<file path="src/rtl/core/tcprcw_pkg.sv">
package tcprcw_pkg;

  // Congestion control phase, as reported in the result word
  typedef enum logic [1:0] {
    PH_SLOW    = 2'd0,
    PH_AVOID   = 2'd1,
    PH_RECOVER = 2'd2
  } phase_t;

  // Event kinds carried in s_tuser
  localparam logic [1:0] KIND_NEW_ACK = 2'd0;
  localparam logic [1:0] KIND_DUP_ACK = 2'd1;
  localparam logic [1:0] KIND_TIMEOUT = 2'd2;

  // Field widths of the stream words
  localparam int unsigned LOSS_W     = 16;
  localparam int unsigned FIELD_W    = 32;
  localparam int unsigned OUT_DATA_W = 72;
  localparam int unsigned DUP_W      = 8;
  localparam int unsigned DUP_THR_W  = 4;

  // Window growth after entering fast recovery
  localparam int unsigned RECOVERY_INFLATE = 3;
  localparam logic [DUP_THR_W-1:0] DUP_THR_RESET = 4'd3;

endpackage

</file>
<file path="src/rtl/core/tcp_reno_congestion_window_core.sv">
// Reno congestion window tracker. Each event word on the slave stream (kind in
// s_tuser: new ACK, duplicate ACK or timeout; signed loss count in s_tdata)
// updates the phase, window, threshold and duplicate count in the cycle it is
// accepted, and one result word (window, threshold, phase) is registered for
// the master stream. One event is taken every cycle: the whole update is a single
// add, shift and compare ahead of the output register, and a one-word skid stage
// takes one more event while a result waits downstream, so s_tready drops only
// once both the output and the skid word are held. The user must write the
// duplicate-ACK trigger over the cfg port while the block idles; nothing checks it.
module tcp_reno_congestion_window_core
  import tcprcw_pkg::*;
#(
  parameter int unsigned INITIAL_THRESHOLD = 64,
  parameter int unsigned WINDOW_WIDTH      = 32
) (
  input  logic                       clk,
  input  logic                       rst,
  // event words
  input  logic                       s_tvalid,
  output logic                       s_tready,
  input  logic [LOSS_W-1:0]          s_tdata,   // [15:0] loss_count (signed)
  input  logic [1:0]                 s_tuser,   // [1:0] kind
  // result words
  output logic                       m_tvalid,
  input  logic                       m_tready,
  output logic [OUT_DATA_W-1:0]      m_tdata,   // [31:0] window, [63:32] threshold,
                                                // [65:64] phase, [71:66] zero
  // duplicate-ACK trigger register
  input  logic                       cfg_valid,
  output logic                       cfg_ready,
  input  logic [DUP_THR_W-1:0]       cfg_data   // [3:0] dup_ack_threshold
);

  localparam longint unsigned WinMaxL = (64'd1 << WINDOW_WIDTH) - 64'd1;
  localparam longint unsigned InitThrL =
    (INITIAL_THRESHOLD > WinMaxL) ? WinMaxL : longint'(INITIAL_THRESHOLD);
  localparam logic [WINDOW_WIDTH-1:0] WinMax  = {WINDOW_WIDTH{1'b1}};
  localparam logic [WINDOW_WIDTH-1:0] InitThr = WINDOW_WIDTH'(InitThrL);
  localparam logic [WINDOW_WIDTH-1:0] WinOne  = WINDOW_WIDTH'(1);
  localparam logic [DUP_W-1:0]        DupMax  = {DUP_W{1'b1}};

  phase_t                  phase, phase_next;
  logic [WINDOW_WIDTH-1:0] window, window_next;
  logic [WINDOW_WIDTH-1:0] threshold, threshold_next;
  logic [DUP_W-1:0]        dup_count, dup_count_next;
  logic [DUP_THR_W-1:0]    dup_thr;

  logic                    skid_valid;
  logic [OUT_DATA_W-1:0]   skid_data;

  logic                    in_acc, out_free;
  logic                    loss_done;
  logic [WINDOW_WIDTH-1:0] win_inc, win_dbl, win_half;
  logic [WINDOW_WIDTH:0]   inflate_sum;
  logic [WINDOW_WIDTH-1:0] win_inflate;
  logic [OUT_DATA_W-1:0]   result_word;

  assign in_acc   = s_tvalid && s_tready;
  assign out_free = !m_tvalid || m_tready;
  assign s_tready = !skid_valid;
  assign cfg_ready = 1'b1;

  // Saturating window arithmetic
  assign loss_done   = (s_tdata == '0) || s_tdata[LOSS_W-1];
  assign win_inc     = (window == WinMax) ? WinMax : window + WinOne;
  assign win_dbl     = window[WINDOW_WIDTH-1] ? WinMax : {window[WINDOW_WIDTH-2:0], 1'b0};
  assign win_half    = window >> 1;
  assign inflate_sum = {1'b0, win_half} + (WINDOW_WIDTH+1)'(RECOVERY_INFLATE);
  assign win_inflate = inflate_sum[WINDOW_WIDTH] ? WinMax : inflate_sum[WINDOW_WIDTH-1:0];

  // Next state for one event
  always_comb begin
    phase_next     = phase;
    window_next    = window;
    threshold_next = threshold;
    dup_count_next = dup_count;
    unique case (s_tuser)
      KIND_DUP_ACK: begin
        dup_count_next = (dup_count == DupMax) ? DupMax : dup_count + DUP_W'(1);
        if (phase == PH_RECOVER) begin
          window_next = win_inc;
        end else if (dup_count_next == DUP_W'(dup_thr)) begin
          threshold_next = win_half;
          window_next    = win_inflate;
          phase_next     = PH_RECOVER;
        end
      end
      KIND_NEW_ACK: begin
        dup_count_next = '0;
        unique case (phase)
          PH_RECOVER: begin
            if (loss_done) begin
              window_next = threshold;
              phase_next  = PH_AVOID;
            end else begin
              window_next = win_inc;
            end
          end
          PH_SLOW: begin
            window_next = win_dbl;
            if (win_dbl >= threshold) phase_next = PH_AVOID;
          end
          default: window_next = win_inc;
        endcase
      end
      KIND_TIMEOUT: begin
        threshold_next = win_half;
        window_next    = WinOne;
        phase_next     = PH_SLOW;
      end
      default: ;
    endcase
  end

  assign result_word = {6'b0, phase_next, FIELD_W'(threshold_next), FIELD_W'(window_next)};

  // Advance state on each accepted word
  always_ff @(posedge clk) begin
    if (rst) begin
      phase     <= PH_SLOW;
      window    <= WinOne;
      threshold <= InitThr;
      dup_count <= '0;
    end else if (in_acc) begin
      phase     <= phase_next;
      window    <= window_next;
      threshold <= threshold_next;
      dup_count <= dup_count_next;
    end
  end

  // Trigger register
  always_ff @(posedge clk) begin
    if (rst) begin
      dup_thr <= DUP_THR_RESET;
    end else if (cfg_valid && cfg_ready) begin
      dup_thr <= cfg_data;
    end
  end

  // Output register and skid stage: control
  always_ff @(posedge clk) begin
    if (rst) begin
      m_tvalid   <= 1'b0;
      skid_valid <= 1'b0;
    end else if (out_free) begin
      if (skid_valid) begin
        m_tvalid   <= 1'b1;
        skid_valid <= in_acc;
      end else begin
        m_tvalid <= in_acc;
      end
    end else if (in_acc) begin
      skid_valid <= 1'b1;
    end
  end

  // Output register and skid stage: payload
  always_ff @(posedge clk) begin
    if (out_free) begin
      if (skid_valid) begin
        m_tdata <= skid_data;
        if (in_acc) skid_data <= result_word;
      end else if (in_acc) begin
        m_tdata <= result_word;
      end
    end else if (in_acc) begin
      skid_data <= result_word;
    end
  end

  // A timeout always restarts slow start from a window of one
  a_timeout_restart: assert property (@(posedge clk) disable iff (rst)
    in_acc && s_tuser == KIND_TIMEOUT |=> window == WinOne && phase == PH_SLOW)
    else $error("timeout did not restart slow start");

  // Fast recovery never shrinks the window below the threshold
  a_recover_window: assert property (@(posedge clk) disable iff (rst)
    phase == PH_RECOVER |-> window >= threshold)
    else $error("window below threshold in fast recovery");

  // A new ACK clears the duplicate count
  a_new_ack_clears: assert property (@(posedge clk) disable iff (rst)
    in_acc && s_tuser == KIND_NEW_ACK |=> dup_count == '0)
    else $error("duplicate count not cleared by new ACK");

  // The skid stage only fills behind a held result
  a_skid_behind_out: assert property (@(posedge clk) disable iff (rst)
    skid_valid |-> m_tvalid)
    else $error("skid word without an output word");

endmodule
</file>
<file path="config.mk">
export PLATFORM = sky130hd
export DESIGN_NAME = tcp_reno_congestion_window_core
export DESIGN_NICKNAME = d
export VERILOG_FILES = /design/src/rtl/core/tcprcw_pkg.sv /design/src/rtl/core/tcp_reno_congestion_window_core.sv
export SDC_FILE = /design/constraint.sdc
export NUM_CORES = 1
export LEC_CHECK = 0
export ABC_AREA = 1
export BUFFER_PORTS_ARGS = -buffer_cell sky130_fd_sc_hd__buf_2
export CORE_MARGIN = 3
export CORE_UTILIZATION = 35
export DETAILED_ROUTE_END_ITERATION = 10
export PLACE_DENSITY = 0.54
export SLEW_MARGIN = 0
export SYNTH_ARGS = -nofsm -noshare
export SYNTH_HDL_FRONTEND = slang
export SYNTH_SLANG_ARGS = --single-unit
export TNS_END_PERCENT = 5
</file>
<file path="constraint.sdc">
create_clock -name clk -period 6.59 [get_ports clk]
set_input_delay 0.3295 -clock clk [delete_from_list [all_inputs] [get_ports clk]]
set_output_delay 0.3295 -clock clk [all_outputs]
set_load 0.01 [all_outputs]
</file>
==> summary.txt <==
outcome: completed
LEAKAGE: 0.00737 uW
worst setup margin: 2.90 ns
Placed Cells incl. Taps: 2,528
initial antenna violation count: 0
Setup TNS: 0 ns
largest family of logic cells by synthesized area: simple AND/OR/NAND/NOR gates
xor/xnor cell area share of the yosys netlist: 1.68%
routed wl met2: 25.0 mm
unrepaired setup endpoints after global routing: false
Vias/cell: 5.37
# fillers: 4,172
largest net degree at the start of global routing: 79
critical path fanouts, max: 20
net total in the final layout: 2,108
wl on met1: 22.2 mm
worst min-delay path startpoint: cfg_valid
Worst Hold Depth: 2
DR WL/cell: 20.5 um
# H-tree levels: 1
pwr dens: 249 mW/mm2
Slew Limit Fails: 0
multiplexer share of the synthesized area: 0%
Worst-path clk slew: 0.06 ns
Synth Area per Inst: 6.96 um2
initial detailed-routing violation count: 1,330
cell taking the most area after synthesis: edfxtp_1
total CTS buffers: 27
drt drc: 0
sequential area share after synthesis: 39.5%
synthesized cell area: 0.0141 mm2
GRT Total Usage: 24.7%
Post-synth EDFFs: 132
Placeable Area: 0.0392 mm2
Die Span Y: 207 um
dpl ws: 2.81 ns
Final ANT Viol Nets: 0
CTS resizes: 0
reg2reg start: phase[1]
Starting Density: 36.0%
Peak supply drop: 175 uV
final number of setup-violating endpoints: 0
Reg2Reg Depth: 12
top_reg_cell synth: edfxtp_1
vias in the first global route: 13,500
final wirelength: 52.8 mm
startpoint class of the critical path: flip-flop
first-pass GRT wire length: 81.6 mm
synth warn: 0
Unique masters post-synth: 46
Synth Area in Compound Gates: 12.1%
Worst R2R End: m_tdata[28]
Worst Skew: 0.0180 ns
Tmin final: 3.69 ns
clock tree root driver cell: clkbuf_16
Die X: 207 um
Detail Route met3 WL: 3.15 mm
die area: 0.0427 mm2
Max Used Layer: met4
routed via count: 13,800
worst hold endpoint: dup_thr[1]
Placer Congestion: 0.945
Finished Layout Cells: 2,578
Fin. Hold Viols: 0
Crit Path Class: reg2reg
CP required: 6.88 ns
Mapped Cells: 2,026
Max Root-Sink Buffers: 3
Worst-Margin Slew: 1.21 ns
Max Clock Freq: 271 MHz
Clk Latency, worst-skew pair: 0.55 ns
flop2flop setup slack: 2.90 ns
CTS sink count: 212
post-synthesis adder-cell area fraction: 3.55%
antenna cells: 0
io pins: 102
Critical Path End Type: flip-flop
port bufs: 94
Maximum Capacitance Violations: 0
CP arrival: 3.99 ns
grt ovf: 0
top area cells in the synthesized netlist: edfxtp_1, nand2_1, dfxtp_1
synthesized flop and latch total: 212
HP Class: in2reg
simple-gate area share of the yosys netlist: 32.3%
period utilization: 56.1%
slew margin rel.: 19.5%
layout cell share with drive strength beyond 1: 8.83%
CTS tree: yes
DP HPWL: 36.4 mm
asr flop ratio synth: 0%
Site Rows: 72
first-pass detailed-route iteration total: 6
synth-to-layout area growth: 11.0%
top cell type's share of synthesized area: 28.1%
[cells in the final DEF (no fill, tap or decap), types with 4 or more instances in the layout]
master / instances
a21boi_0: 9
a21boi_1: 6
a21oi_1: 137
a22oi_1: 4
a31oi_1: 9
buf_2: 94
buf_4: 19
clkbuf_1: 7
clkbuf_16: 27
clkinv_1: 9
clkinv_2: 4
conb_1: 7
dfxtp_1: 79
edfxtp_1: 132
ha_1: 39
inv_1: 223
inv_2: 7
nand2_1: 629
nand3_1: 202
nand3b_1: 24
nand4_1: 45
nor2_1: 123
nor2_4: 5
nor3_1: 14
o211ai_1: 16
o21ai_0: 86
o21ai_1: 35
o22ai_1: 6
xor2_1: 24
[stage by stage]
step / total power (uW) / instance area, um2 / utilization, % / hold WS, ns
3_5_place_dp: 2450 / 14800 / 37.7 / 0.451
5_1_grt: 4090 / 15700 / 39.9 / 0.0238
3_3_place_gp: 2450 / 14800 / 37.7 / 0.443
4_1_cts: 3930 / 15700 / 39.9 / 0.00808
2_1_floorplan: 2170 / 14100 / - / 0.432
6_report: 3890 / 15700 / 39.9 / 0.0332
[worst max-delay path, stage by stage, from the launching register on]
cell and delay [ns]:
dfxtp_1 0.40, nor2_1 0.06, buf_4 0.22, inv_1 0.52, nand2_1 0.57, inv_1 0.96, nand4_1 0.16, nand3b_1 0.13
o21ai_0 0.09, inv_1 0.11, nand2_1 0.07, nand2_1 0.07, nand2_1 0.07
[synth_stat cells (6+ instances only)]
cell	n
nand4_1	45
o21ai_1	35
a21oi_1	137
inv_1	224
buf_6	7
a21boi_0	9
o22ai_1	6
nand3_1	202
nand3b_1	24
clkbuf_1	78
xor2_1	24
buf_4	11
edfxtp_1	132
buf_2	28
nor3_1	14
o211ai_1	16
inv_2	7
a31oi_1	9
clkinv_1	6
ha_1	40
o21ai_0	86
dfxtp_1	80
nor2_1	126
a21boi_1	6
nand2_1	629
buf_1	9
[flip-flops by register name (all words and copies together) (netlist names)]
register,cells
window,32
skid_valid,1
dup_thr,4
m_tdata,66
phase,2
dup_count,8
skid_data,66
m_tvalid,1
threshold,32
[layer usage]
metal | GRT usage, % | up-vias
li1 | - | 6659
met1 | 31.8 | 6514
met2 | 42.0 | 536
met3 | 3.15 | 133
met4 | 10.4 | 0
met5 | 0 | -
[cells by family after synthesis]
group,count (synthesis)
buf+inv,371
fa+ha+maj,40
simple gates,1059
flops,212
other cells,2
xor+xnor,27
compound gates,315
[layout make-up]
| class | count | area (um2) | share of cell area, % |
|---|---|---|---|
| Clock buffer | 34 | 702 | 4.48 |
| Clock inverter | 14 | 158 | 1.01 |
| Inverter | 237 | 891 | 5.69 |
| Multi-Input combinational cell | 1448 | 7050 | 45.0 |
| Sequential cell | 212 | 5570 | 35.6 |
| Tap cell | 518 | 648 | 4.14 |
| Timing Repair Buffer | 115 | 633 | 4.05 |
[worst max path at each step]
| stage | start | to | slack (ns) | depth (start not counted) |
|---|---|---|---|---|
| floorplan | skid_valid | skid_data[0] | 2.04 | 5 |
| global placement | s_tdata[7] | m_tdata[20] | 2.85 | 15 |
| detailed placement | s_tdata[7] | m_tdata[11] | 2.81 | 15 |
| CTS | phase[1] | m_tdata[28] | 3.00 | 12 |
| global route | dup_count[0] | m_tdata[63] | 2.69 | 15 |
| finish | phase[1] | m_tdata[28] | 2.90 | 12 |
[report_power, final]
part	switching (uW)	internal (uW)	leakage, uW
sequential	84.8	1530	0.00193
clock	591	870	0.000413
combinational	565	253	0.00502
total	1240	2650	0.00737
[repair_timing]
item / CTS / global route
endpoints found under the hold margin: 2 / 0
buffers inserted: 0 / 0
hold buffers: 2 / 0
endpoints found under the setup margin: 0 / 0
Note: power is estimated with default switching activity, not from simulation.
